<file path="src/hw/rtl/eqr_pkg.sv">
package eqr_pkg;

    // Number formats of the vertex and texture coordinates.
    localparam int COORD_W         = 16;
    localparam int COORD_FRAC_BITS = 14;
    localparam int UV_BITS         = 16;
    localparam int SMALL_THR_W     = 15;
    localparam int POLE_THR_W      = 29;
    localparam int CFG_DATA_W      = 29;
    localparam int CFG_IDX_W       = 1;

    // Squares of the coordinates.
    localparam int YSQ_W = 2 * COORD_FRAC_BITS + 1;
    localparam int SQ_W  = 2 * COORD_W - 1;
    localparam int TSQ_W = 2 * SMALL_THR_W;
    localparam int P2_W  = SQ_W + 1;
    localparam logic [YSQ_W-1:0] ONE_SQ = YSQ_W'(1) << (2 * COORD_FRAC_BITS);

    // Angles are held in turns: 2^32 is one full turn.
    localparam int ANG_W = 34;
    localparam logic signed [ANG_W-1:0] QUARTER = ANG_W'(1 << 30);
    localparam int UV_SHIFT = 32 - UV_BITS;

    // The elevation radicand, and the azimuth one off the poles, is scaled by four
    // to the power sixteen before the root, and its numerator by two to the sixteenth.
    localparam int RADIUS_SHIFT = 16;
    localparam int SMALL_SQRT_SHIFT = 30;
    localparam int DIV_SHIFT = 45;

    // Square root unit: one result bit per stage.
    localparam int SQRT_IN_W   = 62;
    localparam int SQRT_OUT_W  = 31;
    localparam int SQRT_STAGES = SQRT_OUT_W;

    // Vectoring rotator.
    localparam int CORD_W          = 36;
    localparam int CORDIC_STAGES   = 16;
    localparam int NORM_STEPS      = 5;
    localparam int NORM_LIMIT_BIT  = 30;
    localparam int CORDIC_LAT      = NORM_STEPS + CORDIC_STAGES;

    // Restoring divider for the small radius form: one quotient bit per stage.
    localparam int DIV_STAGES = 31;
    localparam int PAD_STAGES = DIV_STAGES - CORDIC_LAT;

    // Side information runs alongside the root, rotator and divider stages.
    localparam int TAP_SQRT = SQRT_STAGES;
    localparam int SIDE_LEN = SQRT_STAGES + DIV_STAGES + 1;

    typedef enum logic [CFG_IDX_W-1:0] {
        CFG_SMALL_RADIUS = 1'b0,
        CFG_POLE_THR     = 1'b1
    } cfg_idx_t;

    typedef struct packed {
        logic                      pole;
        logic                      zflag;
        logic                      small_r;
        logic                      sat;
        logic                      dzero;
        logic                      x_le0;
        logic [COORD_W-1:0]        x_abs;
        logic [COORD_W-1:0]        z;
        logic [COORD_W-1:0]        yc;
    } side_t;

    function automatic logic signed [ANG_W-1:0] atan_turn(input int i);
        logic signed [ANG_W-1:0] v;
        case (i)
            0:  v = ANG_W'(536870912);
            1:  v = ANG_W'(316933406);
            2:  v = ANG_W'(167458907);
            3:  v = ANG_W'(85004756);
            4:  v = ANG_W'(42667331);
            5:  v = ANG_W'(21354465);
            6:  v = ANG_W'(10679838);
            7:  v = ANG_W'(5340245);
            8:  v = ANG_W'(2670163);
            9:  v = ANG_W'(1335087);
            10: v = ANG_W'(667544);
            11: v = ANG_W'(333772);
            12: v = ANG_W'(166886);
            13: v = ANG_W'(83443);
            14: v = ANG_W'(41722);
            15: v = ANG_W'(20861);
            16: v = ANG_W'(10430);
            17: v = ANG_W'(5215);
            18: v = ANG_W'(2608);
            19: v = ANG_W'(1304);
            20: v = ANG_W'(652);
            21: v = ANG_W'(326);
            22: v = ANG_W'(163);
            23: v = ANG_W'(81);
            24: v = ANG_W'(41);
            25: v = ANG_W'(20);
            26: v = ANG_W'(10);
            27: v = ANG_W'(5);
            28: v = ANG_W'(3);
            29: v = ANG_W'(1);
            30: v = ANG_W'(1);
            default: v = '0;
        endcase
        return v;
    endfunction

    function automatic int norm_shift(input int k);
        return 1 << (NORM_STEPS - 1 - k);
    endfunction

    function automatic logic signed [ANG_W-1:0] clamp_quarter(
        input logic signed [ANG_W-1:0] a
    );
        logic signed [ANG_W-1:0] r;
        if (a > QUARTER)
            r = QUARTER;
        else if (a < -QUARTER)
            r = -QUARTER;
        else
            r = a;
        return r;
    endfunction

    // Rounds a turn value to UV_BITS bits, half up, saturating at all ones.
    function automatic logic [UV_BITS-1:0] to_uv(input logic [ANG_W-1:0] turns);
        logic [ANG_W-1:0] r;
        r = (turns + (ANG_W'(1) << (UV_SHIFT - 1))) >> UV_SHIFT;
        if (r > ANG_W'({UV_BITS{1'b1}}))
            return '1;
        return r[UV_BITS-1:0];
    endfunction

endpackage

</file>
<file path="src/hw/rtl/eqr_isqrt.sv">
// Pipelined floor square root, one result bit per stage.
module eqr_isqrt import eqr_pkg::*; (
    input  logic                  clk,
    input  logic                  en,
    input  logic [SQRT_IN_W-1:0]  radicand,
    output logic [SQRT_OUT_W-1:0] root
);

    logic [SQRT_IN_W-1:0] v_reg [SQRT_STAGES];
    logic [SQRT_IN_W-1:0] r_reg [SQRT_STAGES];

    for (genvar k = 0; k < SQRT_STAGES; k++) begin : g_stage
        logic [SQRT_IN_W-1:0] v_src;
        logic [SQRT_IN_W-1:0] r_src;
        logic [SQRT_IN_W-1:0] trial;
        logic [SQRT_IN_W-1:0] v_next;
        logic [SQRT_IN_W-1:0] r_next;

        if (k == 0) begin : g_first
            always_comb
            begin
                v_src = radicand;
                r_src = '0;
            end
        end else begin : g_rest
            always_comb
            begin
                v_src = v_reg[k-1];
                r_src = r_reg[k-1];
            end
        end

        always_comb
        begin
            trial = r_src + (SQRT_IN_W'(1) << (2 * (SQRT_STAGES - 1 - k)));
            if (v_src >= trial)
            begin
                v_next = v_src - trial;
                r_next = (r_src >> 1) + (SQRT_IN_W'(1) << (2 * (SQRT_STAGES - 1 - k)));
            end
            else
            begin
                v_next = v_src;
                r_next = r_src >> 1;
            end
        end

        always_ff @(posedge clk)
        begin
            if (en)
            begin
                v_reg[k] <= v_next;
                r_reg[k] <= r_next;
            end
        end
    end

    assign root = r_reg[SQRT_STAGES-1][SQRT_OUT_W-1:0];

endmodule

</file>
<file path="config.mk">
export PLATFORM = sky130hd
export DESIGN_NAME = eqr_isqrt
export DESIGN_NICKNAME = d
export VERILOG_FILES = /design/src/hw/rtl/eqr_pkg.sv /design/src/hw/rtl/eqr_isqrt.sv
export SDC_FILE = /design/constraint.sdc
export NUM_CORES = 2
export LEC_CHECK = 0
export BUFFER_PORTS_ARGS = -buffer_cell sky130_fd_sc_hd__clkbuf_2
export CAP_MARGIN = 20
export CORE_MARGIN = 2
export CORE_UTILIZATION = 45
export DETAILED_ROUTE_END_ITERATION = 10
export PLACE_DENSITY = 0.68
export SYNTH_ARGS = -nofsm -noshare
export SYNTH_HDL_FRONTEND = slang
export SYNTH_SLANG_ARGS = --single-unit
</file>
<file path="constraint.sdc">
create_clock -name clk -period 3.5 [get_ports clk]
set_input_delay 0.175 -clock clk [delete_from_list [all_inputs] [get_ports clk]]
set_output_delay 0.175 -clock clk [all_outputs]
set_load 0.005 [all_outputs]
</file>
==> summary.txt <==
Setup path
  – Highest fanout seen on the critical path: 6
  – Critical path endpoint: v_reg[0][908]
  – Cell family with the largest share of critical-path delay: simple AND/OR/NAND/NOR gates
  – Cell repeated most along the worst path: sky130_fd_sc_hd__or3_4
  – RR Endpoint: v_reg[0][908]
  – Internal reg-to-reg setup slack: 0.003 ns
  – Crit Reg-Reg Startpoint: v_reg[0][856]
  – Critical path startpoint: v_reg[0][856]
  – Sort of element at the end of the critical path: flip-flop
  – Crit start category: flip-flop
  – Critical-path cell list: or3_4 > or3_4 > or4_4 > or3_4 > a2111o_1 > nor4_4 > o41ai_4 > buf_12 > mux2_2
  – Levels on crit path: 9
  – Slowest Stage Delay on Critical Path: around 0.43 ns
  – Buf/Inv on CP: 1
  – Path type of the worst setup path: flip-flop to flip-flop
  – Standard cell with the maximum stage delay on the critical path: sky130_fd_sc_hd__or4_4
  – Worst path required time: approximately 4.1 ns
  – Arr. time, crit path: 4.12 ns
  – Reg2reg path depth: 9

Finish
  – Net count, final: 10800
  – Fraction of final layout cells with drive strength greater than 1: between 10% and 20%
  – Final-layout fill cell count: a little over 20000
  – Relative area change from synthesis to final layout: 19.2%
  – Final core occ: 53.9%
  – Flip-flop count of the largest register, all copies and words added: 1860

Worst hold path
  – Worst min-delay path startpoint: radicand[60]
  – Class of the worst hold path: primary input to flip-flop

Pwr
  – Leakage power summed over all cells: 51.9 nW
  – Power Density: between 600 and 700 mW/mm^2
  – Power consumption: 87.4 mW
  – Worst IR Drop VDD: 0.551 mV

CTS
  – Clock input transition at the sequential cells of the worst setup and hold paths: 0.06 ns
  – Worst-skew pair later-pin latency: just over 0.9 ns
  – Max Root-Sink Buffers: 3
  – Sink count of the clock tree: 2356
  – CTS tree: yes
  – Count of H-tree levels built during CTS: 4
  – Number of buffers created by CTS: 234
  – Root buffer cell: sky130_fd_sc_hd__clkbuf_16

Global routing
  – Number of global-route vias before repair: 77200
  – GRT Total Usage: 24.1%
  – Antenna violations before repair: 5
  – Remaining global-route overflow: 0
  – Maximum number of pins on one net before global-route repair: 132
  – Wire length of the first global-routing pass: 471 mm

Synth
  – Post-Syn Nets: 9695
  – Number of synthesized register bits: around 2400
  – Post-synth ARST share: 0%
  – Synth top area cells: sky130_fd_sc_hd__edfxtp_1, sky130_fd_sc_hd__ha_1, sky130_fd_sc_hd__xnor2_1
  – Syn avg cell area: 12.5 sq um
  – EDFF count, synth: 2356
  – Most frequent cell after synthesis: sky130_fd_sc_hd__edfxtp_1
  – Leading cell types by count after synthesis: sky130_fd_sc_hd__edfxtp_1, sky130_fd_sc_hd__inv_1, sky130_fd_sc_hd__nor2_1
  – Count of unique library cells instantiated by Yosys: 92
  – Post-synthesis instance total: about 9100
  – Commonest register cell after synthesis: sky130_fd_sc_hd__edfxtp_1
  – Area share of the leading cell type in the synthesized netlist: a little over 60%
  – Number of warning messages in the yosys log: 0
  – Post-synth design cell area: 0.114 sq mm
  – Largest area contributor in the synthesized netlist: sky130_fd_sc_hd__edfxtp_1
  – Sequential area share after synthesis: 62.2%

Routing
  – Post-route ant nets: 0
  – Routed vias: 77200
  – WL/cell: 23.1 microns
  – Total length of routed wires: 318 mm
  – DRC violation count after routing: 0
  – Iteration-0 DRC Markers: 6114
  – Number of iterations in the first detailed-routing pass: 6
  – Post-DR vias/cell: 5.61

Die
  – Core Footprint: ~0.25 sq mm
  – Die Ht: 507 microns
  – Area of the die: 0.257 sq mm
  – Row count: 184
  – Horizontal die dimension: 507 microns
  – Starting density of the core: 45.2%
  – Ports placed on the boundary: 95

Timing
  – Worst slew margin: 45.4%
  – Final period utilization: 99.9%
  – Minimum setup slack in the final design: ~0.0028 ns
  – Final period demand of the worst path: 3.50 ns
  – Tightest Pin Transition: 0.811 ns
  – Maximum clock skew at final layout: between 0.06 and 0.07 ns
  – Hold Slack: 0.275 ns
  – Timing-limited maximum frequency: approximately 0.29 GHz
  – RSZ-0062 raised after global routing: yes
  – Endpoints failing hold: 0
  – Max Transition Viols Final: 0
  – Setup-violating endpoint count in the final report: 0

Placed design
  – Worst setup timing slack at the placement stage: -0.620 ns
  – Number of input and output port buffers inserted: 94
  – Detail Placement HPWL: between 200 and 250 mm
  – GPL Wtd Cong: 0.964

Flow run
  – Number of max-capacitance violations reported: 0

Outcome
  – Run status: completed
[through the flow]
step,instance area [sq um],setup TNS (ns),instances
floorplan,114000,0,9106
global placement,124000,-29.37,13200
detailed placement,124000,-30.99,13200
CTS,134000,-1.63,13700
global route,136000,-1.35,13800
finish,136000,0,13800
[tightest hold or removal path, delay by kind of cell]
kind / cells / cell delay (ns)
buffers and inverters: 3 / 0.78
XOR/XNOR: 1 / 0.16
[layout make-up]
type                    count  area, sq um  area share (%)
multi-input cells        5878        41000            30.2
well taps                3348         4190            3.09
inverters                 663         2490            1.84
repair buffers           1082         8850            6.53
flip-flops and latches   2356        70700            52.2
clock inverters           180         2330            1.72
clock buffers             256         5940            4.38
diodes                      1         2.50         0.00185
[kinds of logic (layout without fill, tap and decap cells)]
kind of cell | Yosys count | in the layout | share of synthesized area, %
other | 0 | 1 | 0
muxes | 90 | 90 | 0.878
xor gates and xnor gates | 833 | 833 | 6.42
DFF | 2356 | 2356 | 62.2
and+or+nand+nor | 2727 | 2727 | 12.5
adders and majority gates | 525 | 525 | 5.78
AOI/OAI and AO/OA | 1702 | 1703 | 9.30
buffers and inverters | 873 | 2181 | 2.91
[report_power, final]
group          internal (mW)  total (mW)  switching (mW)
Clock                   15.4        26.7            11.3
Sequential              35.9        39.3            3.39
Combinational           9.48        21.4            11.9
Total                   60.8        87.4            26.6
[worst min-delay path by stage]
stage / cells past startpoint / slack (ns) / endpoint
after floorplan: 0 / 0.27 / v_reg[0][0]
after global placement: 1 / 0.37 / v_reg[0][48]
after detailed placement: 1 / 0.37 / v_reg[0][14]
after CTS: 4 / 0.15 / v_reg[0][60]
after global routing: 2 / 0.26 / v_reg[0][740]
final: 4 / 0.28 / v_reg[0][60]
[layer usage]
| metal | wire length (microns) | global-route usage [%] |
|---|---|---|
| met3 | 13000 | 3.07 |
| met1 | 115000 | 26.0 |
| met4 | 20700 | 13.8 |
| met2 | 170000 | 45.3 |
| met5 | 54 | 0 |
[repair_timing]
item | 4_1_cts | 5_1_grt
hold endpoints to repair | 260 | 0
resized for setup | 54 | 233
hold buffers | 124 | 0
pin swaps | 13 | 59
buffers inserted | 9 | 30
setup endpoints to repair | 198 | 378
cloned | 4 | 7
[placed cells by master, fill, tap and decap left out, drive strengths merged, types with 34 or more instances in the layout]
cell type and instances:
buf 855, dlygate4sd3 124, a21boi 34, nor2 627, or3 116, o21a 89
inv 666, or2 39, nand4 170, or4 71, nor3 244, a31oi 46
a211oi 48, ha 525, o21bai 51, nor2b 63, nor4b 46, nand2b 92
edfxtp 2356, nor4 332, a21oi 587, xnor2 468, nand2 542, a21o 208
clkinv 113, nand3 169, clkbuf 358, xor2 365, o21ai 391, bufinv 42
mux2 78, and3 50
(Power assumes the default switching activity.)
